$ cat src/rtl/knfe_pkg.sv
// ----------------------------------------------------------------------------
// knfe_pkg: shared types and constants for the KISS / NMEA frame encoder
// Byte codes, configuration register indexes, the job record passed from the
// front to the back, and the sequencer phases.
// ----------------------------------------------------------------------------
package knfe_pkg;

    // KISS special bytes
    localparam logic [7:0] FEND  = 8'hC0;
    localparam logic [7:0] FESC  = 8'hDB;
    localparam logic [7:0] TFEND = 8'hDC;
    localparam logic [7:0] TFESC = 8'hDD;

    // NMEA trailer characters
    localparam logic [7:0] CHAR_STAR = 8'h2A;
    localparam logic [7:0] CHAR_CR   = 8'h0D;
    localparam logic [7:0] CHAR_LF   = 8'h0A;
    localparam logic [7:0] CHAR_ZERO = 8'h30;
    localparam logic [7:0] CHAR_A    = 8'h41;

    // Register reset values
    localparam logic [7:0] FRAME_TYPE_RST  = 8'h00;
    localparam logic [7:0] PREFIX_CHAR_RST = 8'h24;

    // Configuration register indexes
    localparam int unsigned CFG_IDX_W = 1;
    localparam logic [CFG_IDX_W-1:0] CFG_FRAME_TYPE  = 1'b0;
    localparam logic [CFG_IDX_W-1:0] CFG_PREFIX_CHAR = 1'b1;

    // Job queue depth
    localparam int unsigned QUEUE_DEPTH = 2;
    localparam int unsigned QPTR_W      = $clog2(QUEUE_DEPTH);
    localparam int unsigned QCNT_W      = $clog2(QUEUE_DEPTH + 1);

    // One classified input item
    typedef struct packed {
        logic       open;    // first byte of a sentence: open the frame
        logic [7:0] ftype;   // type byte captured at open
        logic [7:0] prefix;  // prefix captured at open
        logic [7:0] data;    // body byte
        logic       last;    // final body byte: close the frame
        logic [7:0] csum;    // checksum including this byte
    } job_t;

    typedef enum logic [3:0] {
        PH_HEAD,
        PH_FEND,
        PH_TYPE,
        PH_PREFIX,
        PH_DATA,
        PH_STAR,
        PH_HI,
        PH_LO,
        PH_CR,
        PH_LF,
        PH_CLOSE
    } phase_t;

    function automatic logic [7:0] hex_digit(input logic [3:0] v);
        logic [7:0] r;
        if (v < 4'd10)
            r = CHAR_ZERO + {4'd0, v};
        else
            r = CHAR_A + {4'd0, v} - 8'd10;
        return r;
    endfunction

    function automatic logic needs_escape(input logic [7:0] b);
        return (b == FEND) || (b == FESC);
    endfunction

    function automatic logic [7:0] escape_code(input logic [7:0] b);
        return (b == FEND) ? TFEND : TFESC;
    endfunction

endpackage

$ cat src/rtl/knfe_front.sv
// ----------------------------------------------------------------------------
// knfe_front: input side of the frame encoder
// Holds the configuration registers, tracks the open sentence and its running
// checksum, and turns each body byte into a job record for the back end.
// ----------------------------------------------------------------------------
module knfe_front
(
    input  logic                          clk,
    input  logic                          rst_n,
    input  logic                          cfg_we,
    input  logic [knfe_pkg::CFG_IDX_W-1:0] cfg_index,
    input  logic [7:0]                    cfg_data,
    input  logic                          in_valid,
    input  logic [7:0]                    in_data,
    input  logic                          in_last,
    input  logic                          queue_full,
    output logic                          in_ready,
    output logic                          push,
    output knfe_pkg::job_t                job
);

    logic [7:0] frame_type_reg;
    logic [7:0] prefix_char_reg;
    logic       in_frame_reg;
    logic       in_frame_next;
    logic [7:0] xor_reg;
    logic [7:0] xor_next;
    logic [7:0] csum;

    assign in_ready = !queue_full;
    assign push     = in_valid && in_ready;

    // Checksum restarts with the first byte of a sentence
    assign csum = (in_frame_reg ? xor_reg : 8'h00) ^ in_data;

    always_comb
    begin
        job.open   = !in_frame_reg;
        job.ftype  = frame_type_reg;
        job.prefix = prefix_char_reg;
        job.data   = in_data;
        job.last   = in_last;
        job.csum   = csum;
    end

    always_comb
    begin
        in_frame_next = in_frame_reg;
        xor_next      = xor_reg;
        if (push)
        begin
            in_frame_next = !in_last;
            xor_next      = in_last ? 8'h00 : csum;
        end
    end

    always_ff @(posedge clk or negedge rst_n)
    begin
        if (!rst_n)
        begin
            frame_type_reg  <= knfe_pkg::FRAME_TYPE_RST;
            prefix_char_reg <= knfe_pkg::PREFIX_CHAR_RST;
            in_frame_reg    <= 1'b0;
            xor_reg         <= 8'h00;
        end
        else
        begin
            in_frame_reg <= in_frame_next;
            xor_reg      <= xor_next;
            if (cfg_we)
            begin
                unique case (cfg_index)
                    knfe_pkg::CFG_FRAME_TYPE:  frame_type_reg  <= cfg_data;
                    knfe_pkg::CFG_PREFIX_CHAR: prefix_char_reg <= cfg_data;
                endcase
            end
        end
    end

endmodule

$ cat src/rtl/knfe_queue.sv
// ----------------------------------------------------------------------------
// knfe_queue: short job queue between front and back
// Small register FIFO; the head entry is visible without a read latency.
// ----------------------------------------------------------------------------
module knfe_queue
(
    input  logic           clk,
    input  logic           rst_n,
    input  logic           push,
    input  knfe_pkg::job_t push_job,
    input  logic           pop,
    output logic           full,
    output logic           avail,
    output knfe_pkg::job_t head
);

    knfe_pkg::job_t                    mem_reg [knfe_pkg::QUEUE_DEPTH];
    logic [knfe_pkg::QPTR_W-1:0]       wr_ptr_reg;
    logic [knfe_pkg::QPTR_W-1:0]       wr_ptr_next;
    logic [knfe_pkg::QPTR_W-1:0]       rd_ptr_reg;
    logic [knfe_pkg::QPTR_W-1:0]       rd_ptr_next;
    logic [knfe_pkg::QCNT_W-1:0]       count_reg;
    logic [knfe_pkg::QCNT_W-1:0]       count_next;

    localparam logic [knfe_pkg::QCNT_W-1:0] CNT_FULL = knfe_pkg::QCNT_W'(knfe_pkg::QUEUE_DEPTH);
    localparam logic [knfe_pkg::QPTR_W-1:0] PTR_LAST =
        knfe_pkg::QPTR_W'(knfe_pkg::QUEUE_DEPTH - 1);

    assign full  = (count_reg == CNT_FULL);
    assign avail = (count_reg != '0);
    assign head  = mem_reg[rd_ptr_reg];

    always_comb
    begin
        wr_ptr_next = wr_ptr_reg;
        rd_ptr_next = rd_ptr_reg;
        count_next  = count_reg;
        if (push)
            wr_ptr_next = (wr_ptr_reg == PTR_LAST) ? '0 : wr_ptr_reg + 1'b1;
        if (pop)
            rd_ptr_next = (rd_ptr_reg == PTR_LAST) ? '0 : rd_ptr_reg + 1'b1;
        if (push && !pop)
            count_next = count_reg + 1'b1;
        else if (pop && !push)
            count_next = count_reg - 1'b1;
    end

    always_ff @(posedge clk)
    begin
        if (push)
            mem_reg[wr_ptr_reg] <= push_job;
    end

    always_ff @(posedge clk or negedge rst_n)
    begin
        if (!rst_n)
        begin
            wr_ptr_reg <= '0;
            rd_ptr_reg <= '0;
            count_reg  <= '0;
        end
        else
        begin
            wr_ptr_reg <= wr_ptr_next;
            rd_ptr_reg <= rd_ptr_next;
            count_reg  <= count_next;
        end
    end

endmodule

$ cat src/rtl/knfe_back.sv
// ----------------------------------------------------------------------------
// knfe_back: byte sequencer of the frame encoder
// Walks the head job's phases, KISS-escaping type, prefix and body bytes,
// into an output register, one byte per cycle when not stalled.
// ----------------------------------------------------------------------------
module knfe_back
(
    input  logic           clk,
    input  logic           rst_n,
    input  logic           avail,
    input  knfe_pkg::job_t head,
    output logic           pop,
    output logic           out_valid,
    input  logic           out_ready,
    output logic [7:0]     out_byte,
    output logic           out_last,
    output logic           out_done
);

    knfe_pkg::phase_t phase_reg;
    knfe_pkg::phase_t phase_next;
    knfe_pkg::phase_t cur;
    logic             esc_reg;
    logic             esc_next;
    logic             advance;
    logic [7:0]       raw_byte;
    logic             escapable;
    logic             step_done;
    logic             job_end;
    logic [7:0]       emit_byte;
    logic             valid_reg;
    logic [7:0]       byte_reg;
    logic             last_reg;
    logic             done_reg;

    // The head marker resolves to the first phase of the head job
    assign cur = (phase_reg == knfe_pkg::PH_HEAD)
                 ? (head.open ? knfe_pkg::PH_FEND : knfe_pkg::PH_DATA)
                 : phase_reg;

    assign advance = avail && (!valid_reg || out_ready);
    assign pop     = advance && job_end;

    // Output decode: byte to send for the current phase
    always_comb
    begin
        unique case (cur)
            knfe_pkg::PH_FEND:   raw_byte = knfe_pkg::FEND;
            knfe_pkg::PH_TYPE:   raw_byte = head.ftype;
            knfe_pkg::PH_PREFIX: raw_byte = head.prefix;
            knfe_pkg::PH_DATA:   raw_byte = head.data;
            knfe_pkg::PH_STAR:   raw_byte = knfe_pkg::CHAR_STAR;
            knfe_pkg::PH_HI:     raw_byte = knfe_pkg::hex_digit(head.csum[7:4]);
            knfe_pkg::PH_LO:     raw_byte = knfe_pkg::hex_digit(head.csum[3:0]);
            knfe_pkg::PH_CR:     raw_byte = knfe_pkg::CHAR_CR;
            knfe_pkg::PH_LF:     raw_byte = knfe_pkg::CHAR_LF;
            knfe_pkg::PH_CLOSE:  raw_byte = knfe_pkg::FEND;
            default:             raw_byte = 8'h00;
        endcase
        escapable = ((cur == knfe_pkg::PH_TYPE) || (cur == knfe_pkg::PH_PREFIX)
                     || (cur == knfe_pkg::PH_DATA)) && knfe_pkg::needs_escape(raw_byte);
        if (escapable)
            emit_byte = esc_reg ? knfe_pkg::escape_code(raw_byte) : knfe_pkg::FESC;
        else
            emit_byte = raw_byte;
        step_done = !escapable || esc_reg;
        job_end   = step_done && (((cur == knfe_pkg::PH_DATA) && !head.last)
                                  || (cur == knfe_pkg::PH_CLOSE));
    end

    // Next phase
    always_comb
    begin
        phase_next = phase_reg;
        esc_next   = esc_reg;
        if (advance)
        begin
            if (!step_done)
                esc_next = 1'b1;
            else
            begin
                esc_next = 1'b0;
                unique case (cur)
                    knfe_pkg::PH_FEND:   phase_next = knfe_pkg::PH_TYPE;
                    knfe_pkg::PH_TYPE:   phase_next = knfe_pkg::PH_PREFIX;
                    knfe_pkg::PH_PREFIX: phase_next = knfe_pkg::PH_DATA;
                    knfe_pkg::PH_DATA:
                        phase_next = head.last ? knfe_pkg::PH_STAR : knfe_pkg::PH_HEAD;
                    knfe_pkg::PH_STAR:   phase_next = knfe_pkg::PH_HI;
                    knfe_pkg::PH_HI:     phase_next = knfe_pkg::PH_LO;
                    knfe_pkg::PH_LO:     phase_next = knfe_pkg::PH_CR;
                    knfe_pkg::PH_CR:     phase_next = knfe_pkg::PH_LF;
                    knfe_pkg::PH_LF:     phase_next = knfe_pkg::PH_CLOSE;
                    knfe_pkg::PH_CLOSE:  phase_next = knfe_pkg::PH_HEAD;
                    default:             phase_next = knfe_pkg::PH_HEAD;
                endcase
            end
        end
    end

    always_ff @(posedge clk or negedge rst_n)
    begin
        if (!rst_n)
        begin
            phase_reg <= knfe_pkg::PH_HEAD;
            esc_reg   <= 1'b0;
            valid_reg <= 1'b0;
        end
        else
        begin
            phase_reg <= phase_next;
            esc_reg   <= esc_next;
            if (advance)
                valid_reg <= 1'b1;
            else if (out_ready)
                valid_reg <= 1'b0;
        end
    end

    always_ff @(posedge clk)
    begin
        if (advance)
        begin
            byte_reg <= emit_byte;
            last_reg <= job_end;
            done_reg <= step_done && (cur == knfe_pkg::PH_CLOSE);
        end
    end

    assign out_valid = valid_reg;
    assign out_byte  = byte_reg;
    assign out_last  = last_reg;
    assign out_done  = done_reg;

endmodule

$ cat src/rtl/kiss_nmea_frame_encoder.sv
// ----------------------------------------------------------------------------
// kiss_nmea_frame_encoder: KISS framing of NMEA sentences with checksum
// Takes sentence body bytes, opens a KISS frame with FEND, type byte and
// prefix, appends '*', hex checksum, CR, LF and a closing FEND, and escapes
// every byte between the frame ends.
// ----------------------------------------------------------------------------
//
//  Channel   Dir  Handshake          Contents
//  s_*       in   s_tvalid/s_tready  tdata = body byte, tlast = last body byte
//  m_*       out  m_tvalid/m_tready  tdata = framed byte, tlast = last byte of
//                                    this input's run, tuser = closing FEND
//  cfg_*     in   cfg_we             index 0 frame_type, 1 prefix_char
//
//  The back sequencer emits one byte per cycle while a job is queued and m_*
//  is not stalled; a body byte goes out as 1 byte, 2 if escaped.
//  A two-entry job queue splits input from output, so input transfers go on
//  while the output register waits on m_tready; m_tready low holds m_* steady.
//  rst_n clears the open-frame flag, checksum, queue and sequencer at once.
//
module kiss_nmea_frame_encoder
(
    input  logic                          clk,
    input  logic                          rst_n,
    input  logic                          s_tvalid,
    output logic                          s_tready,
    input  logic [7:0]                    s_tdata,   // [7:0] data_byte
    input  logic                          s_tlast,
    output logic                          m_tvalid,
    input  logic                          m_tready,
    output logic [7:0]                    m_tdata,   // [7:0] out_byte
    output logic                          m_tlast,
    output logic                          m_tuser,   // [0] frame_done
    input  logic                          cfg_we,
    input  logic [knfe_pkg::CFG_IDX_W-1:0] cfg_index,
    input  logic [7:0]                    cfg_data
);

    logic           push;
    logic           pop;
    logic           queue_full;
    logic           queue_avail;
    knfe_pkg::job_t front_job;
    knfe_pkg::job_t head_job;

    // Front: classify each body byte and fold it into the checksum
    knfe_front u_front
    (
        .clk        (clk),
        .rst_n      (rst_n),
        .cfg_we     (cfg_we),
        .cfg_index  (cfg_index),
        .cfg_data   (cfg_data),
        .in_valid   (s_tvalid),
        .in_data    (s_tdata),
        .in_last    (s_tlast),
        .queue_full (queue_full),
        .in_ready   (s_tready),
        .push       (push),
        .job        (front_job)
    );

    // Hold classified jobs until the sequencer takes them
    knfe_queue u_queue
    (
        .clk      (clk),
        .rst_n    (rst_n),
        .push     (push),
        .push_job (front_job),
        .pop      (pop),
        .full     (queue_full),
        .avail    (queue_avail),
        .head     (head_job)
    );

    // Back: expand each job into framed, escaped bytes
    knfe_back u_back
    (
        .clk       (clk),
        .rst_n     (rst_n),
        .avail     (queue_avail),
        .head      (head_job),
        .pop       (pop),
        .out_valid (m_tvalid),
        .out_ready (m_tready),
        .out_byte  (m_tdata),
        .out_last  (m_tlast),
        .out_done  (m_tuser)
    );

endmodule
$ cat config.mk
export PLATFORM = sky130hd
export DESIGN_NAME = kiss_nmea_frame_encoder
export DESIGN_NICKNAME = d
export VERILOG_FILES = /design/src/rtl/knfe_pkg.sv /design/src/rtl/knfe_front.sv /design/src/rtl/knfe_queue.sv /design/src/rtl/knfe_back.sv /design/src/rtl/kiss_nmea_frame_encoder.sv
export SDC_FILE = /design/constraint.sdc
export NUM_CORES = 1
export LEC_CHECK = 0
export ABC_CLOCK_PERIOD_IN_PS = 5010
export BUFFER_PORTS_ARGS = -buffer_cell sky130_fd_sc_hd__clkbuf_2
export CAP_MARGIN = 20
export CORE_MARGIN = 3
export CORE_UTILIZATION = 60
export DETAILED_ROUTE_END_ITERATION = 7
export PLACE_DENSITY = 0.87
export SLEW_MARGIN = 20
export SYNTH_ARGS = -nofsm -noshare
export SYNTH_HDL_FRONTEND = slang
export SYNTH_SLANG_ARGS = --single-unit
$ cat constraint.sdc
create_clock -name clk -period 5.01 [get_ports clk]
set_clock_uncertainty 0.15 [all_clocks]
set_input_delay 0.2505 -clock clk [delete_from_list [all_inputs] [get_ports clk]]
set_output_delay 0.2505 -clock clk [all_outputs]
set_load 0.01 [all_outputs]
---- Word-level counts from Yosys, hierarchy flattened ----
Memories as Yosys holds them, arrays and structs flattened.
Index checks and enable logic that the tools add are counted.
cells by class
  add/sub/neg operators ................... 10
  order comparisons ....................... 2
  equality and inequality tests ........... 13
  muxes and demuxes ....................... 21
  bitwise operators ....................... 2
  reductions and logical operators ........ 31
operators by type and width
  cell                   number
  $pmux W8 S9            1
  $mux W8                6
  $pmux W4 S9            1
  $add A7 B4 Y8 const A  2
  $eq A4 B3 Y1 const B   4
  $eq A8 B8 Y1 const B   2
  $sub A8 B4 Y8 const B  2
  $add A6 B4 Y7 const A  2
  $eq A4 B4 Y1 const B   3
  $logic_and A1 B1 Y1    9
  $eq A4 B2 Y1 const B   2
  $logic_not A1 Y1       8
  $lt A4 B4 Y1 const B   2
  $mux W1                8
  $xor A8 B8 Y8          1
  $logic_or A1 B1 Y1     6
  $mux W3                2
  $reduce_and A2 Y1      3
  $reduce_bool A2 Y1     3
  $eq A4 B1 Y1 const B   1
  $logic_not A4 Y1       1
  $mux W2                2
  $mux W4                1
  $add A1 B1 Y1 const B  2
  5 further kinds        5
storage, ports and cells
  register bits ........................... 45
  RAM bits ................................ 68
  bits of input ports ..................... 23
  output and inout bits ................... 12
  word-level logic and storage cells ...... 93
  memories kept ........................... 1
memories
  memory           words  width  read ports  clocked after memory_dff  write ports  RTL line          source
  u_queue.mem_reg  2      34     1           0                         1            knfe_queue.sv:17  knfe_pkg::job_t mem_reg [knfe_pkg::QUEUE_DEPTH];

---- Logic depth before layout (Yosys ltp) ----
An unclocked memory read counts as a cell.
  depth in word-level cells ............... 16
  depth in mapped cells ................... 16
  gate-level depth less buffers ........... 13

---- Modules after synthesis ----
Synthesis repeated with hierarchy kept, for this count alone.
second synthesis, totals
  cell total of the unflattened synthesis .. 418
  area, all modules ....................... 5554.1 um^2
by module, submodules not included
  module      instances  cells an instance  area each (um^2)  seq. area each (um^2)
  knfe_queue  1          122                2793.9            2142.1
  knfe_back   1          162                1401.3            450.4
  knfe_front  1          134                1358.8            628.1

---- Worst setup path before layout ----
Ideal clock, no wire load.
  path kind ............................... register to register
  from .................................... register u_queue.rd_ptr_reg
  to ...................................... register u_queue.count_reg[1] (netlist name)
  setup time .............................. 0.125 ns
  arrival ................................. 3.286 ns
  required time ........................... 4.735 ns
  path slack .............................. 1.449 ns
  stages on the path, launching flop included .. 17
  buffers on the path ..................... 4
  clock period less this slack ............ 3.561 ns
  path through ............................ dfrtp_1 buf_6 buf_6 buf_6 buf_4 mux2i_1 ha_1 a21oi_1 a221oi_1 o211a_1 or3_1 mux2_4 o311ai_2 ha_1 xor2_1 nor2_1 xor2_1
on the way
  word-level cells in the longest chain between the ends .. 16
  elaborated cells on any way between the ends .. 43
  those cells by class .................... add/sub: 6; order compare: 2; eq/ne: 12; mux: 6; reduce/logical: 16; memory: 1
ends and longest elaborated chain
  what                                                    RTL line          source
  from (decl)                                             knfe_queue.sv:20  logic [knfe_pkg::QPTR_W-1:0] rd_ptr_reg;
  from (signal assigned)                                  knfe_queue.sv:65  rd_ptr_reg <= rd_ptr_next;
  $mem_v2 Z2 W34 *                                        --
  branches (longest 10 deep; another with $add A7 B4 Y8)  --
  $logic_and A1 B1 Y1 *                                   knfe_back.sv:67   job_end = step_done && (((cur == knfe_pkg::PH_DATA) && !head.last)
  $logic_and A1 B1 Y1 *                                   knfe_back.sv:42   assign pop = advance && job_end;
  $logic_not A1 Y1                                        knfe_queue.sv:42  if (push && !pop)
  $logic_and A1 B1 Y1                                     knfe_queue.sv:42
  $mux W2 / $reduce_bool A2 Y1 (equally long branches)    --
  to (signal assigned)                                    knfe_queue.sv:66  count_reg <= count_next;
  to (decl)                                               knfe_queue.sv:22  logic [knfe_pkg::QCNT_W-1:0] count_reg;
Every way passes the cells marked *.
A chain may end at the register's enable or synchronous reset.

---- Worst setup path after layout ----
Ends and elaborated chain as after synthesis.

==> results.cfg <==
[outcome]
outcome = finished, final reports clean

[clock_tree]
cts_buffers = 17
clk_pin_slew_worst_paths_ns = 0.06
cts_tree = yes
cts_sinks = 113
clock_latency_ns = 0.52
htreeDepth = 4
clk_path_buf_depth = 2
cts_root_buf = clkbuf_8

[sta]
rsz0062_at_grt = false
drv_slew = 0
hold_viol = 0
min_period_over_period_pct = 82.2
max_slew_margin_pct = 38.8
max_clock_freq_ghz = 0.243
setup_slack_ns = 0.894
tightestPinTransition_ns = 0.918
period_needed_ns = 4.12
setup_viol_count_final = 0
setup-tns-final_ns = 0

[die]
start_util_pct = 63.3
die_y_um = 97.2
dieArea_um2 = 9450
rows = 32
die_width_um = 97.2
fp.coreArea_um2 = 7890
ioPinCount = 35

[power_and_ir_drop]
switching_power_uw = 1360
power_frac_clock_pct = 29.0
p_comb_share_pct = 29.9
leakage_uw = 0.00232
power.internal_uw = 2500
p_seq_share_pct = 41.2
peakVddDrop_mv = 0.382
power.density_nw_per_um2 = 647
p_sw_share_pct = 35.2

[worst_hold_path]
hold_depth = 3
hold_path.class = in -> reg
worstHoldEndpoint = u_front.prefix_char_reg[4]
hp-start = cfg_index

[routing]
post-route-drc-count = 0
via_per_inst = 6.14
drt_iter0_drc = 284
totalWireLength_mm = 10.3
dr_total_vias = 3221
ant_nets = 0
firstDrtPassIters = 5
routedWlPerCell_um = 19.5

[layout]
layout-drive-gt1-share_pct = 23.9
finalCoreUtilization_pct = 75.6
n_antenna_cell = 0
layout_commonest_cell = edfxtp_1
final_cell_mix = edfxtp_1, clkbuf_2, dfrtp_1, mux2i_1
syn2layout_area_growth_pct = 19.5
final_cell_area_um2 = 5960
finalNetCount = 436
largest_reg_flops = 68

[yosys]
yosys.area.top_type = edfxtp_1
synth.net_count = 377
yosys-top-cells-area = edfxtp_1, dfrtp_1, mux2i_1
ys.flop_type = edfxtp_1
syn-cell-area_um2 = 4990
synth-seq-area-share_pct = 64.5
synth_cell_types = 59
synth_area_per_cell_um2 = 14.2
ys_warn_count = 0
syn_inst = 351
ys_seq_elements = 113
async_flop_share_pct = 31.0
synth_top_area_share_pct = 46.9
synth_enable_flop_cells = 78

[setup_path]
worstPathRequired_ns = 5.26
reg2regPathDepth = 11
r2r_slack_ns = 0.89
critical_path.max_fanout = 33
cp-start-kind = flip-flop
crit_type = reg -> reg
r2r-end = u_queue.count_reg[1]
arrival_ns = 4.37
reg2reg_from = u_queue.rd_ptr_reg
crit_path_end_kind = flip-flop
crit_path_start = u_queue.rd_ptr_reg

[global_routing]
grt_pass1_wl_mm = 16.8
groute.usage.overall_pct = 23.3
gr-usage-met3_pct = 6.68
busiest_layer = met2
grt_max_degree = 36
overflow = 0
met2_usage_pct = 37.7
use_met1_pct = 29.8
grt_pass1_vias = 3246
antenna_found_initial = 0

[flow_run]
maxCapViolations = 0

[placement]
numPortBuffers = 34
hpwlAfterDp_mm = 6.67
post-place-ws_ns = 1.05
postPlaceCellArea_um2 = 5210
routabilityCongestion = 0.926
## how the worst max path moves through the flow
| stage | to |
|---|---|
| 2_1_floorplan | u_queue.count_reg[1] |
| 3_3_place_gp | u_queue.count_reg[1] |
| 3_5_place_dp | u_queue.count_reg[1] |
| 4_1_cts | u_queue.count_reg[1] |
| 5_1_grt | u_queue.count_reg[1] |
| 6_report | u_queue.count_reg[1] |
## final cells by class
| type | instances | area [µm²] |
|---|---|---|
| Multi-Input combinational cell | 214 | 1640 |
| Tap cell | 102 | 128 |
| Timing Repair Buffer | 56 | 383 |
| Clock buffer | 17 | 414 |
| Clock inverter | 15 | 149 |
| Inverter | 8 | 30.0 |
| Fill cell | 450 | 1920 |
| Sequential cell | 113 | 3220 |
## per-stage QoR
stage               instances  hold slack (ns)  power (µW)
floorplan                 351           -0.195        2420
global placement          474            0.270        2660
detailed placement        474            0.288        2720
CTS                       525            0.205        3860
global route              525            0.262        4050
finish                    525            0.227        3860
## what timing repair did
action / 4_1_cts / 5_1_grt
hold endpoints to repair: 84 / 0
gates resized for setup: 0 / 0
hold buffers: 19 / 0
setup buffers: 0 / 0
## routing by layer
metal  routed length (µm)  vias up  part of all wire, %
met2                 5280      129                   52
met3                  604       22                  5.9
met4                  230        0                  2.2
met5                    0        -                    0
li1                     -     1471                    -
met1                 4140     1599                   40
## critical path: stages, from the launching register on
cell      delay (ns)
dfrtp_2         0.89
mux2i_1         0.27
o21ai_1         0.59
nor2_1          0.12
nor4_1          0.52
nand3_1         0.17
mux2_4          0.32
o311ai_2        0.36
ha_1            0.23
xor2_1          0.15
nor2_1          0.06
xor2_1          0.13
## power by group through the flow
stage | Sequential [µW] | Clock [µW] | Combinational, µW
final | 1590 | 1120 | 1150
after global routing | 1620 | 1170 | 1260
after detailed placement | 1600 | 0 | 1120
after CTS | 1580 | 1130 | 1150
after global placement | 1580 | 0 | 1090
after floorplan | 1470 | 0 | 945
## synthesized netlist by cell type, types with 6 or more instances
| cell | count |
|---|---|
| edfxtp_1 | 78 |
| dfrtp_1 | 33 |
| mux2i_1 | 29 |
| mux2_2 | 20 |
| nand2_1 | 20 |
| nor2_1 | 16 |
| a21oi_1 | 13 |
| o21ai_0 | 11 |
| xnor2_1 | 11 |
| a22o_1 | 8 |
| inv_1 | 8 |
| clkbuf_1 | 7 |
| o22ai_1 | 6 |
## logic make-up after synthesis
logic type                 count (synthesis)  synth area share [%]
adders and majority gates                  3                 0.752
AOI/OAI and AO/OA                         69                  9.92
xor gates and xnor gates                  16                  2.81
muxes                                     54                  11.8
DFF                                      113                  64.5
and+or+nand+nor                           72                  7.54
buffers and inverters                     24                  2.71
Power figures use the tool's default switching activity.
